$ cat src/design/ldgp_pkg.sv
`default_nettype none

package ldgp_pkg;

  localparam int COORD_WIDTH = 13;
  localparam int CELL_WIDTH  = 8;

  localparam logic [7:0] LINE_SET_BIT = 8'h80;

  // Character codes with bit 7 stripped
  localparam logic [6:0] CH_A = 7'h61;
  localparam logic [6:0] CH_J = 7'h6A;
  localparam logic [6:0] CH_K = 7'h6B;
  localparam logic [6:0] CH_L = 7'h6C;
  localparam logic [6:0] CH_M = 7'h6D;
  localparam logic [6:0] CH_N = 7'h6E;
  localparam logic [6:0] CH_O = 7'h6F;
  localparam logic [6:0] CH_P = 7'h70;
  localparam logic [6:0] CH_Q = 7'h71;
  localparam logic [6:0] CH_R = 7'h72;
  localparam logic [6:0] CH_S = 7'h73;
  localparam logic [6:0] CH_T = 7'h74;
  localparam logic [6:0] CH_U = 7'h75;
  localparam logic [6:0] CH_V = 7'h76;
  localparam logic [6:0] CH_W = 7'h77;
  localparam logic [6:0] CH_X = 7'h78;

  typedef logic [COORD_WIDTH-1:0] coord_t;
  typedef logic [CELL_WIDTH-1:0]  cell_t;

  typedef enum logic [1:0] {
    KIND_NONE  = 2'd0,
    KIND_RECT  = 2'd1,
    KIND_HSPAN = 2'd2,
    KIND_VSPAN = 2'd3
  } kind_t;

  typedef struct packed {
    logic        handled;
    kind_t       kind;
    coord_t      pos_x;
    coord_t      pos_y;
    logic [7:0]  len;
    logic [7:0]  rect_h;
    logic [23:0] color;
    logic [7:0]  rop;
    logic        last;
  } prim_t;

  function automatic prim_t make_prim(kind_t kind, coord_t px, coord_t py, cell_t len,
                                      cell_t rh, logic [23:0] col, logic [7:0] rop,
                                      logic last);
    prim_t p;
    p.handled = (kind != KIND_NONE);
    p.kind    = kind;
    p.pos_x   = px;
    p.pos_y   = py;
    p.len     = 8'(len);
    p.rect_h  = 8'(rh);
    p.color   = col;
    p.rop     = rop;
    p.last    = last;
    return p;
  endfunction

endpackage

`default_nettype wire

$ cat src/design/line_drawing_glyph_primitives_unit.sv
`default_nettype none

// Channel   Ports                               Handshake
// ------    ----------------------------------  -------------------------------------
// input     in_char_code .. in_raster_op        taken when start is high, busy low
// result    out_handled .. out_last             out_valid for one cycle, no back-pressure
//
// An item is registered on acceptance, decoded in the next cycle and its first
// primitive appears on the result ports in the cycle after that.
// Codes giving one primitive sustain one item per cycle; corners, tees and the
// cross hold the input register for a second decode pass, so busy is high for
// one cycle and no new item is taken while it is high.
// Synchronous reset clears the valid and phase flags; no result is lost or held.

module line_drawing_glyph_primitives_unit (
  input  wire                           clk,
  input  wire                           rst_n,
  input  wire                           start,
  output logic                          busy,
  input  wire  [7:0]                    in_char_code,
  input  wire  [11:0]                   in_cell_x,
  input  wire  [11:0]                   in_cell_y,
  input  wire  [7:0]                    in_cell_w,
  input  wire  [7:0]                    in_cell_h,
  input  wire  [23:0]                   in_color,
  input  wire  [7:0]                    in_raster_op,
  output logic                          out_valid,
  output logic                          out_handled,
  output logic [1:0]                    out_prim_kind,
  output logic [ldgp_pkg::COORD_WIDTH-1:0] out_pos_x,
  output logic [ldgp_pkg::COORD_WIDTH-1:0] out_pos_y,
  output logic [7:0]                    out_span_len,
  output logic [7:0]                    out_rect_h,
  output logic [23:0]                   out_color,
  output logic [7:0]                    out_raster_op,
  output logic                          out_last
);

  localparam int CW = ldgp_pkg::COORD_WIDTH;
  localparam int EW = ldgp_pkg::CELL_WIDTH;

  // input register
  logic              in_valid_r, in_valid_nxt;
  logic              phase_r, phase_nxt;
  logic [7:0]        code_r;
  logic [11:0]       x_r, y_r;
  logic [7:0]        w_r, h_r;
  logic [23:0]       color_r;
  logic [7:0]        rop_r;

  // result register
  logic              out_valid_r, out_valid_nxt;
  ldgp_pkg::prim_t   prim_r, prim_nxt;

  // decode
  ldgp_pkg::cell_t   w_c, h_c, hw, hh, qh, lw, lh;
  ldgp_pkg::coord_t  x_c, y_c, xm, ym, yq, yr, ys;
  ldgp_pkg::prim_t   p0, p1;
  logic              two;
  logic              accept;

  always_comb begin
    w_c = EW'(w_r);
    h_c = EW'(h_r);
    hw  = w_c >> 1;
    hh  = h_c >> 1;
    qh  = h_c >> 2;
    lw  = hw + EW'(1);
    lh  = hh + EW'(1);
    x_c = CW'(x_r);
    y_c = CW'(y_r);
    xm  = x_c + CW'(hw);
    ym  = y_c + CW'(hh);
    yq  = y_c + CW'(qh);
    yr  = ym + CW'(qh);
    ys  = y_c + CW'(h_c) - CW'(1);
  end

  always_comb begin
    p0  = ldgp_pkg::make_prim(ldgp_pkg::KIND_NONE, '0, '0, '0, '0, '0, '0, 1'b1);
    p1  = p0;
    two = 1'b0;
    if ((code_r & ldgp_pkg::LINE_SET_BIT) != '0) begin
      unique case (code_r[6:0])
        ldgp_pkg::CH_A: begin
          p0 = ldgp_pkg::make_prim(ldgp_pkg::KIND_RECT, x_c, y_c, w_c, h_c, color_r, '0, 1'b1);
        end
        ldgp_pkg::CH_J: begin
          two = 1'b1;
          p0 = ldgp_pkg::make_prim(ldgp_pkg::KIND_HSPAN, x_c, ym, lw, '0, color_r, rop_r, 1'b0);
          p1 = ldgp_pkg::make_prim(ldgp_pkg::KIND_VSPAN, xm, y_c, lh, '0, color_r, rop_r, 1'b1);
        end
        ldgp_pkg::CH_K: begin
          two = 1'b1;
          p0 = ldgp_pkg::make_prim(ldgp_pkg::KIND_HSPAN, x_c, ym, lw, '0, color_r, rop_r, 1'b0);
          p1 = ldgp_pkg::make_prim(ldgp_pkg::KIND_VSPAN, xm, ym, lh, '0, color_r, rop_r, 1'b1);
        end
        ldgp_pkg::CH_L: begin
          two = 1'b1;
          p0 = ldgp_pkg::make_prim(ldgp_pkg::KIND_HSPAN, xm, ym, lw, '0, color_r, rop_r, 1'b0);
          p1 = ldgp_pkg::make_prim(ldgp_pkg::KIND_VSPAN, xm, ym, lh, '0, color_r, rop_r, 1'b1);
        end
        ldgp_pkg::CH_M: begin
          two = 1'b1;
          p0 = ldgp_pkg::make_prim(ldgp_pkg::KIND_HSPAN, xm, ym, lw, '0, color_r, rop_r, 1'b0);
          p1 = ldgp_pkg::make_prim(ldgp_pkg::KIND_VSPAN, xm, y_c, hh, '0, color_r, rop_r, 1'b1);
        end
        ldgp_pkg::CH_N: begin
          two = 1'b1;
          p0 = ldgp_pkg::make_prim(ldgp_pkg::KIND_HSPAN, x_c, ym, w_c, '0, color_r, rop_r, 1'b0);
          p1 = ldgp_pkg::make_prim(ldgp_pkg::KIND_VSPAN, xm, y_c, h_c, '0, color_r, rop_r, 1'b1);
        end
        ldgp_pkg::CH_O: begin
          p0 = ldgp_pkg::make_prim(ldgp_pkg::KIND_HSPAN, x_c, y_c, w_c, '0, color_r, rop_r, 1'b1);
        end
        ldgp_pkg::CH_P: begin
          p0 = ldgp_pkg::make_prim(ldgp_pkg::KIND_HSPAN, x_c, yq, w_c, '0, color_r, rop_r, 1'b1);
        end
        ldgp_pkg::CH_Q: begin
          p0 = ldgp_pkg::make_prim(ldgp_pkg::KIND_HSPAN, x_c, ym, w_c, '0, color_r, rop_r, 1'b1);
        end
        ldgp_pkg::CH_R: begin
          p0 = ldgp_pkg::make_prim(ldgp_pkg::KIND_HSPAN, x_c, yr, w_c, '0, color_r, rop_r, 1'b1);
        end
        ldgp_pkg::CH_S: begin
          p0 = ldgp_pkg::make_prim(ldgp_pkg::KIND_HSPAN, x_c, ys, w_c, '0, color_r, rop_r, 1'b1);
        end
        ldgp_pkg::CH_T: begin
          two = 1'b1;
          p0 = ldgp_pkg::make_prim(ldgp_pkg::KIND_VSPAN, xm, y_c, h_c, '0, color_r, rop_r, 1'b0);
          p1 = ldgp_pkg::make_prim(ldgp_pkg::KIND_HSPAN, xm, ym, lw, '0, color_r, rop_r, 1'b1);
        end
        ldgp_pkg::CH_U: begin
          two = 1'b1;
          p0 = ldgp_pkg::make_prim(ldgp_pkg::KIND_VSPAN, xm, y_c, h_c, '0, color_r, rop_r, 1'b0);
          p1 = ldgp_pkg::make_prim(ldgp_pkg::KIND_HSPAN, x_c, ym, lw, '0, color_r, rop_r, 1'b1);
        end
        ldgp_pkg::CH_V: begin
          two = 1'b1;
          p0 = ldgp_pkg::make_prim(ldgp_pkg::KIND_HSPAN, x_c, ym, w_c, '0, color_r, rop_r, 1'b0);
          p1 = ldgp_pkg::make_prim(ldgp_pkg::KIND_VSPAN, xm, y_c, lh, '0, color_r, rop_r, 1'b1);
        end
        ldgp_pkg::CH_W: begin
          two = 1'b1;
          p0 = ldgp_pkg::make_prim(ldgp_pkg::KIND_HSPAN, x_c, ym, w_c, '0, color_r, rop_r, 1'b0);
          p1 = ldgp_pkg::make_prim(ldgp_pkg::KIND_VSPAN, xm, ym, lh, '0, color_r, rop_r, 1'b1);
        end
        ldgp_pkg::CH_X: begin
          p0 = ldgp_pkg::make_prim(ldgp_pkg::KIND_VSPAN, xm, y_c, h_c, '0, color_r, rop_r, 1'b1);
        end
        default: begin
          two = 1'b0;
        end
      endcase
    end
  end

  // hold the input register for the second pass of a two-primitive item
  assign busy   = in_valid_r & two & ~phase_r;
  assign accept = start & ~busy;

  always_comb begin
    in_valid_nxt  = accept | busy;
    phase_nxt     = busy;
    out_valid_nxt = in_valid_r;
    prim_nxt      = phase_r ? p1 : p0;
  end

  always_ff @(posedge clk) begin
    if (!rst_n) begin
      in_valid_r  <= 1'b0;
      phase_r     <= 1'b0;
      out_valid_r <= 1'b0;
    end else begin
      in_valid_r  <= in_valid_nxt;
      phase_r     <= phase_nxt;
      out_valid_r <= out_valid_nxt;
    end
  end

  always_ff @(posedge clk) begin
    if (accept) begin
      code_r  <= in_char_code;
      x_r     <= in_cell_x;
      y_r     <= in_cell_y;
      w_r     <= in_cell_w;
      h_r     <= in_cell_h;
      color_r <= in_color;
      rop_r   <= in_raster_op;
    end
    prim_r <= prim_nxt;
  end

  assign out_valid     = out_valid_r;
  assign out_handled   = prim_r.handled;
  assign out_prim_kind = prim_r.kind;
  assign out_pos_x     = prim_r.pos_x;
  assign out_pos_y     = prim_r.pos_y;
  assign out_span_len  = prim_r.len;
  assign out_rect_h    = prim_r.rect_h;
  assign out_color     = prim_r.color;
  assign out_raster_op = prim_r.rop;
  assign out_last      = prim_r.last;

endmodule

`default_nettype wire
$ cat config.mk
export PLATFORM = sky130hd
export DESIGN_NAME = line_drawing_glyph_primitives_unit
export DESIGN_NICKNAME = d
export VERILOG_FILES = /design/src/design/ldgp_pkg.sv /design/src/design/line_drawing_glyph_primitives_unit.sv
export SDC_FILE = /design/constraint.sdc
export NUM_CORES = 1
export LEC_CHECK = 0
export BUFFER_PORTS_ARGS = -buffer_cell sky130_fd_sc_hd__buf_2
export CORE_ASPECT_RATIO = 2
export CORE_MARGIN = 10
export CORE_UTILIZATION = 55
export DETAILED_ROUTE_END_ITERATION = 7
export MAX_ROUTING_LAYER = met4
export PLACE_DENSITY = 0.8
export SLEW_MARGIN = 30
export SYNTH_ARGS = -nofsm -noshare
export SYNTH_HDL_FRONTEND = slang
export SYNTH_SLANG_ARGS = --single-unit
$ cat constraint.sdc
create_clock -name clk -period 14.9 [get_ports clk]
set_input_delay 0.745 -clock clk [delete_from_list [all_inputs] [get_ports clk]]
set_output_delay 0.745 -clock clk [all_outputs]
set_load 0.01 [all_outputs]
==> summary.md, run 1 <==
| Metric | Value |
|---|---|
| Flop2flop setup slack | between 10 and 15 ns |
| Crit. End Element | register |
| Max H-tree Level | 4 |
| Vert. Die Dim | 190.8 µm |
| R2r endpoint | out_pos_y[9]$_DFF_P_ |
| Switching pwr | 0.0002771 W |
| GPL Wtd Cong | between 0.9 and 1 |
| Number of global-route vias before repair | just over 7000 |
| Final Hold Vio Count | 0 |
| Hold wc startpoint | color_r[19]$_DFFE_PP_ |
| GRT Overall Usage | 0.2381 |
| Global-route wire length before repair | 36.47 mm |
| DP Wirelength | ~17 mm |
| IO Pins | 163 |
| Initial core utilization | 0.5590 |
| Final max-slew violation count | 0 |
| Die Footprint | 20110 µm² |
| Total of max-cap violations | 0 |
| Dpl ws | 10.85 ns |
| Layout cell share with drive strength beyond 1 | 0.2264 |
| Synthesized flop and latch total | 161 |
| Die Wd | 105.4 µm |
| Cells after Synth | slightly below 800 |
| DRC Markers | 0 |
| YS warnings | 0 |
| Grt peak-use layer | met2 |
| Yosys cell types | 65 |
| Hold EP | out_color[19]$_DFF_P_ |
| Clk slew on worst S/H paths | ~0.07 ns |
| Latest clock arrival within the worst-skew pair | 0.43 ns |
| Max_slew headroom | 0.3311 |
| Post-synth EDFFs | 80 |
| Met3 Usage GRT | 0.05992 |
| Area share of the largest cell type after synthesis | 0.2994 |
| Critical path buffer and inverter count | 0 |
| Post-cts sizing count | 0 |
| Slowest-stage cell, CP | edfxtp_1 |
| Hold_ws | 0.4524 ns |
| Final instance area | 9600 µm² |
| Synth async-reset ratio | 0 |
| Fraction of power consumed by sequential logic | 0.478 |
| CTS tree | done |
| CTS Buf Count | 17 |
| DRT iter0 DRCs | 467 |
| Largest cells by area after synthesis | edfxtp_1, dfxtp_1, ha_1 |
| GRT met1 Usage | 0.2153 |
| R2r worst-path depth | 12 |
| Post-CTS Hold Fix Bufs | 0 |
| Pwr Density | ~110 nW/µm² |
| Syn nets | a little over 900 |
| Initial antenna violation count | 1 |
| CP most frequent cell | o21ai_0 |
| Synthesis-to-layout area growth | 19.67% |
| Worst VDD drop | 0.1182 mV |
| # setup viols final | 0 |
| Clk_skew | 0.01202 ns |
| Via count | 6746 |
| Std cell rows | between 60 and 70 |
| Clk sink count | 161 |
| Nets | about 1100 |
| Post-CTS Setup Repair Bufs | 0 |
| Leak | around 4 nW |
| Final worst slack | 10.74 ns |
| Post-route ant nets | 0 |
| Mapped Area | 8023 µm² |
| Core area | ~14000 µm² |
| Primary FF master, synth | dfxtp_1 |
| Combinational share of power | 0.124 |
| P_int | between 0.0007 and 0.0008 W |
| Sw Share | 0.2652 |
| Worst r2r src | code_r[1]$_DFFE_PP_ |
| Seq/Total Area, Yosys | 0.5016 |
| Post-synthesis cell type with the largest combined area | edfxtp_1 |
| F_max | between 200 and 250 MHz |
| Number of vias per cell | 5.949 |
| CP max stage delay | 0.98 ns |
| Worst Path Class, Setup | register to register |
| Final worst path period need | 4.156 ns |
| Status | finished, final reports clean |
| Clock group share of total power | 0.398 |
| Family with the most delay on the worst path | compound AO/OA/AOI/OAI gates |
| Final period utilization | 0.2789 |
| Setup total negative slack | 0 ns |
| Crit-path cells | nand2b_1 -> or3_1 -> o21ai_0 -> ha_1 -> a21oi_1 -> o21ai_0 -> o31ai_1 -> a32oi_4 -> o2111a_1 -> a41oi_1 -> o22a_1 -> nand3_1 |
| Unrepaired setup endpoints after global routing | no |
| Post-Place Cell Area | 9019 µm² |
| Largest net degree at the start of global routing | 60 |
| Met2 usage | 0.4353 |
| Worst Max-Slew Pin Slew | 0.9957 ns |
| Hold crit path type | register to register |
| Worst path required time | 15.22 ns |
| CP arrival | between 4 and 5 ns |
| Pre-Repair DR Iteration Count | 6 |
| Hold Path Cell Cnt | 1 |
| Drt total wl | 23.43 mm |
| GRT overflow | 0 |
| Crit-path max FO | 29 |
| # port buffers | ~160 |
| Max Buffers Root-to-Sink | 2 |
| Wirelength per Cell | 20.66 µm |
| Root buf cell | clkbuf_16 |
| Crit start category | register |
| Post-Syn Area per Cell | slightly above 10 µm² |
[worst max path at each step]
stage | end | slack (ns) | cells after the start | startpoint
finish | out_pos_y[9]$_DFF_P_ | 10.74 | 12 | code_r[1]$_DFFE_PP_
global route | out_pos_y[9]$_DFF_P_ | 10.48 | 12 | code_r[1]$_DFFE_PP_
CTS | out_pos_y[9]$_DFF_P_ | 10.85 | 12 | code_r[1]$_DFFE_PP_
detailed placement | out_pos_y[9]$_DFF_P_ | 10.85 | 12 | code_r[1]$_DFFE_PP_
global placement | out_pos_y[9]$_DFF_P_ | 10.92 | 12 | code_r[1]$_DFFE_PP_
floorplan | code_r[0]$_DFFE_PP_ | 9.63 | 6 | code_r[4]$_DFFE_PP_
[sequential cells by signal, summed over array words and instances, names as in the netlist, 2 cells and up]
register,count
color_r,24
x_r,12
out_raster_op,8
code_r,8
out_pos_y,13
y_r,12
h_c,8
rop_r,8
w_c,8
out_prim_kind,2
out_color,24
out_pos_x,13
out_rect_h,8
out_span_len,8
[metrics by stage]
stage,power [W],utilization,std cells
after floorplan,0.0005926,-,777
after global placement,0.0006316,0.6265,1101
after detailed placement,0.0006353,0.6284,1101
after CTS,0.001048,0.6677,1133
after global routing,0.001084,0.6690,1134
final,0.001045,0.6690,1134
[per-layer routing]
layer  part of all wire  wire, µm  vias up
li1                   -         -     3180
met4              0.049      1141        0
met2               0.55     12930      289
met5                  0         0        -
met1               0.33      7753     3196
met3              0.069      1606       81
[cell usage after synthesis, drive strengths merged (10+ instances only)]
library cell  number
o21ai             47
a222oi            11
and3              15
nor3              20
inv               48
nor2              39
nor2b             39
a21oi             48
o22ai             15
dfxtp             81
edfxtp            80
nand2b            10
a21o              10
ha                45
xnor2             23
nand2             43
nand3             28
clkbuf            26
[layout by cell type (no fill, tap or decap), types with 10 or more instances in the layout]
master,netlist,final
inv_1,48,48
o22ai_1,15,15
nor2_1,39,39
nand3_1,28,28
ha_1,45,45
clkbuf_16,0,18
nand2_1,43,43
a21o_1,10,10
buf_2,5,162
dfxtp_1,81,81
nand2b_1,10,10
and3_1,15,15
o21ai_0,47,46
a222oi_1,11,11
nor2b_1,39,37
xnor2_1,23,23
nor3_1,19,17
a21oi_1,48,46
edfxtp_1,80,80
[final cells by class]
type / instances / area (µm²)
Tap cell: 192 / 240.2
Timing Repair Buffer: 167 / 848.3
Inverter: 49 / 183.9
Sequential cell: 161 / 4024
Antenna cell: 1 / 2.502
Clock inverter: 12 / 96.34
Multi-Input combinational cell: 532 / 3737
Clock buffer: 20 / 467.9
Fill cell: 1102 / 4751
[power by group through the flow]
stage          Clock (W)  Combinational (W)  Sequential [W]
6_report        0.000416           0.000130        0.000499
3_5_place_dp           0           0.000127        0.000508
3_3_place_gp           0           0.000124        0.000507
4_1_cts         0.000420           0.000129        0.000499
2_1_floorplan          0          0.0000905        0.000502
5_1_grt         0.000438           0.000144        0.000501
[logic make-up after synthesis]
family / Yosys count / synth area share
AOI/OAI and AO/OA: 223 / 0.1920
xor gates and xnor gates: 32 / 0.03493
adders and majority gates: 49 / 0.08016
buffers and inverters: 84 / 0.04070
muxes: 5 / 0.006394
DFF: 161 / 0.5016
and+or+nand+nor: 223 / 0.1443
No activity file was read; power rests on OpenSTA's default activity.
==> run 2: changes to the inputs <==
--- a/config.mk
+++ b/config.mk
@@ -8,10 +8,10 @@
 export BUFFER_PORTS_ARGS = -buffer_cell sky130_fd_sc_hd__buf_2
 export CORE_ASPECT_RATIO = 2
 export CORE_MARGIN = 10
-export CORE_UTILIZATION = 55
+export CORE_UTILIZATION = 50
 export DETAILED_ROUTE_END_ITERATION = 7
 export MAX_ROUTING_LAYER = met4
-export PLACE_DENSITY = 0.8
+export PLACE_DENSITY = 0.77
 export SLEW_MARGIN = 30
 export SYNTH_ARGS = -nofsm -noshare
 export SYNTH_HDL_FRONTEND = slang
==> constraint.sdc (replaced) <==
create_clock -name clk -period 3.34 [get_ports clk]
set_input_delay 0.167 -clock clk [delete_from_list [all_inputs] [get_ports clk]]
set_output_delay 0.167 -clock clk [all_outputs]
set_load 0.01 [all_outputs]
==> summary.md, run 2 (synthesized netlist as in run 1, its figures left out) <==
| Metric | Value |
|---|---|
| Status | finished, final reports clean |
| DRC Markers | 0 (unchanged) |
| # port buffers | 162 (unchanged) |
| Max Buffers Root-to-Sink | 2 (unchanged) |
| Max_slew headroom | 0.3802 (+0.04914) |
| Cell count along the critical path | 17 (+5) |
| Commonest cells after routing, fill and taps aside | buf_2, dlygate4sd3_1, dfxtp_1 |
| Dpl ws | 0.008138 ns (-10.84 ns) |
| Vert. Die Dim | 199.1 µm (+4.4%) |
| Placed cells | 1157 (+5.1%) |
| Std cell rows | 65 (+4.8%) |
| DRT iter0 DRCs | 511 (+9.4%) |
| Pwr Density | 439.8 nW/µm² (+300%) |
| Total of max-cap violations | 0 (unchanged) |
| Synthesis-to-layout area growth | 35.45% |
| CP arrival | 3.59 ns (-0.88 ns) |
| Final instance area | 10870 µm² (+13%) |
| # setup viols final | 0 (unchanged) |
| R2r worst-path depth | 17 (+5) |
| Non-filler cells, final | 1274 (+12%) |
| Clk_skew | 0.01490 ns (+0.002879 ns) |
| Worst path required time | 3.64 ns (-11.58 ns) |
| Final max-slew violation count | 0 (unchanged) |
| GRT Overall Usage | 0.2437 (+0.005570) |
| Number of vias per cell | 5.683 (-4.5%) |
| Leak | 4.651 nW (+14%) |
| Clk sink count | 161 (unchanged) |
| Setup total negative slack | 0 ns (unchanged) |
| Die Wd | 109.6 µm (+4.0%) |
| Hold crit path type | input port to register |
| Final worst path period need | 3.283 ns (-0.8730 ns) |
| DP Wirelength | 18.30 mm (+5.3%) |
| Post-route ant nets | 0 (unchanged) |
| GRT overflow | 0 (unchanged) |
| Hold Path Cell Cnt | 2 (+1) |
| IO Pins | 163 (unchanged) |
| F_max | 304.6 MHz (+27%) |
| Max H-tree Level | 4 (unchanged) |
| CP most frequent cell | ha_2 |
| Crit start category | register |
| Wirelength per Cell | 20.13 µm (-2.6%) |
| Via count | 7240 (+7.3%) |
| CP max stage delay | 0.38 ns (-0.60 ns) |
| Final Hold Vio Count | 0 (unchanged) |
| GPL Wtd Cong | 0.9871 (-0.75%) |
| Clk slew on worst S/H paths | 0.07 ns (about the same) |
| Die Footprint | 21820 µm² (+8.5%) |
| Nets | 1190 (+12%) |
| CTS tree | done |
| Pre-Repair DR Iteration Count | 6 (unchanged) |
| Critical path buffer and inverter count | 1 (+1) |
| Final worst slack | 0.05733 ns (-10.69 ns) |
| Core area | 15780 µm² (+9.9%) |
| Final period utilization | 0.9828 (+0.7039) |
| Commonest non-fill, non-tap cell in the layout | buf_2 |
| Worst Path Class, Setup | register to register |
| Latest clock arrival within the worst-skew pair | 0.43 ns (about the same) |
| Family with the most delay on the worst path | compound AO/OA/AOI/OAI gates |
| Unrepaired setup endpoints after global routing | yes |
| Worst VDD drop | 0.5392 mV (+360%) |
| Slowest-stage cell, CP | edfxtp_1 |
| Filler cells | 1209 (+9.7%) |
| Crit-path max FO | 4 (-86%) |
| Root buf cell | clkbuf_16 |
| Number of global-route vias before repair | 7793 (+10%) |
| Fin util | 0.6887 (+0.01978) |
| Largest net degree at the start of global routing | 35 (-42%) |
| Initial core utilization | 0.5085 (-0.05054) |
| Drt total wl | 25.65 mm (+9.5%) |
| Crit. End Element | register |
| CTS Buf Count | 17 (unchanged) |
| Initial antenna violation count | 2 (+1) |
| Crit-path cells | ha_2 -> inv_1 -> fa_2 -> nand2b_4 -> nand2b_1 -> a21oi_1 -> xnor2_1 -> nand2_1 -> o21ai_1 -> ha_2 -> o21a_1 -> o31ai_2 -> a32oi_4 -> o2111a_1 -> a41oi_2 -> o22a_1 -> nand3_1 |
| Layout cell share with drive strength beyond 1 | 0.2568 (+0.03041) |
| Post-Place Cell Area | 9374 µm² (+3.9%) |
| Global-route wire length before repair | 39.55 mm (+8.5%) |
| Worst Max-Slew Pin Slew | 0.9226 ns (-0.07315 ns) |
[run 2: final cells by class]
cell class | count | area, µm² | share of cell area
Sequential cell | 161 | 4024 | 0.3703
Multi-Input combinational cell | 532 | 3796 | 0.3493
Timing Repair Buffer | 297 | 2054 | 0.1891
Clock buffer | 22 | 475.5 | 0.04375
Tap cell | 201 | 251.5 | 0.02314
Inverter | 49 | 183.9 | 0.01693
Clock inverter | 10 | 76.32 | 0.007024
Antenna cell | 2 | 5.005 | 0.0004606
[run 2: worst paths after layout]
check                     startpoint                  endpoint  slack [ns]
setup / recovery    h_c[1]$_DFFE_PP_      out_pos_y[9]$_DFF_P_        0.06
hold / removal                 start       code_r[5]$_DFFE_PP_        0.26
setup reg to reg    h_c[1]$_DFFE_PP_      out_pos_y[9]$_DFF_P_        0.06
hold reg to reg   rop_r[0]$_DFFE_PP_  out_raster_op[0]$_DFF_P_        0.45
[run 2: timing repair]
action | 4_1_cts | 5_1_grt
hold endpoints to repair | 83 | 0
endpoints found under the setup margin | 1 | 6
buffers inserted | 0 | 1
resized for setup | 0 | 25
pin swaps | 1 | 4
hold buffers | 82 | 0
[run 2: power breakdown]
group | total, W | switching (W) | internal, W | leakage [nW]
sequential | 0.00220 | 0.0000453 | 0.00215 | 1.44
combinational | 0.000776 | 0.000410 | 0.000367 | 2.95
clock | 0.00181 | 0.000785 | 0.00102 | 0.264
[run 2: metal layers]
layer | wire length [µm] | global-route usage
met1 | 8650 | 0.2209
met2 | 14190 | 0.4361
met3 | 1389 | 0.05227
met4 | 1420 | 0.1657
met5 | 0 | -
[run 2: stage by stage]
| step | hold slack [ns] | total power [W] |
|---|---|---|
| 2_1_floorplan | 0.2659 | 0.002642 |
| 3_3_place_gp | 0.3429 | 0.002881 |
| 3_5_place_dp | 0.3451 | 0.002893 |
| 4_1_cts | 0.2476 | 0.004759 |
| 5_1_grt | 0.2593 | 0.004965 |
| 6_report | 0.2559 | 0.004779 |
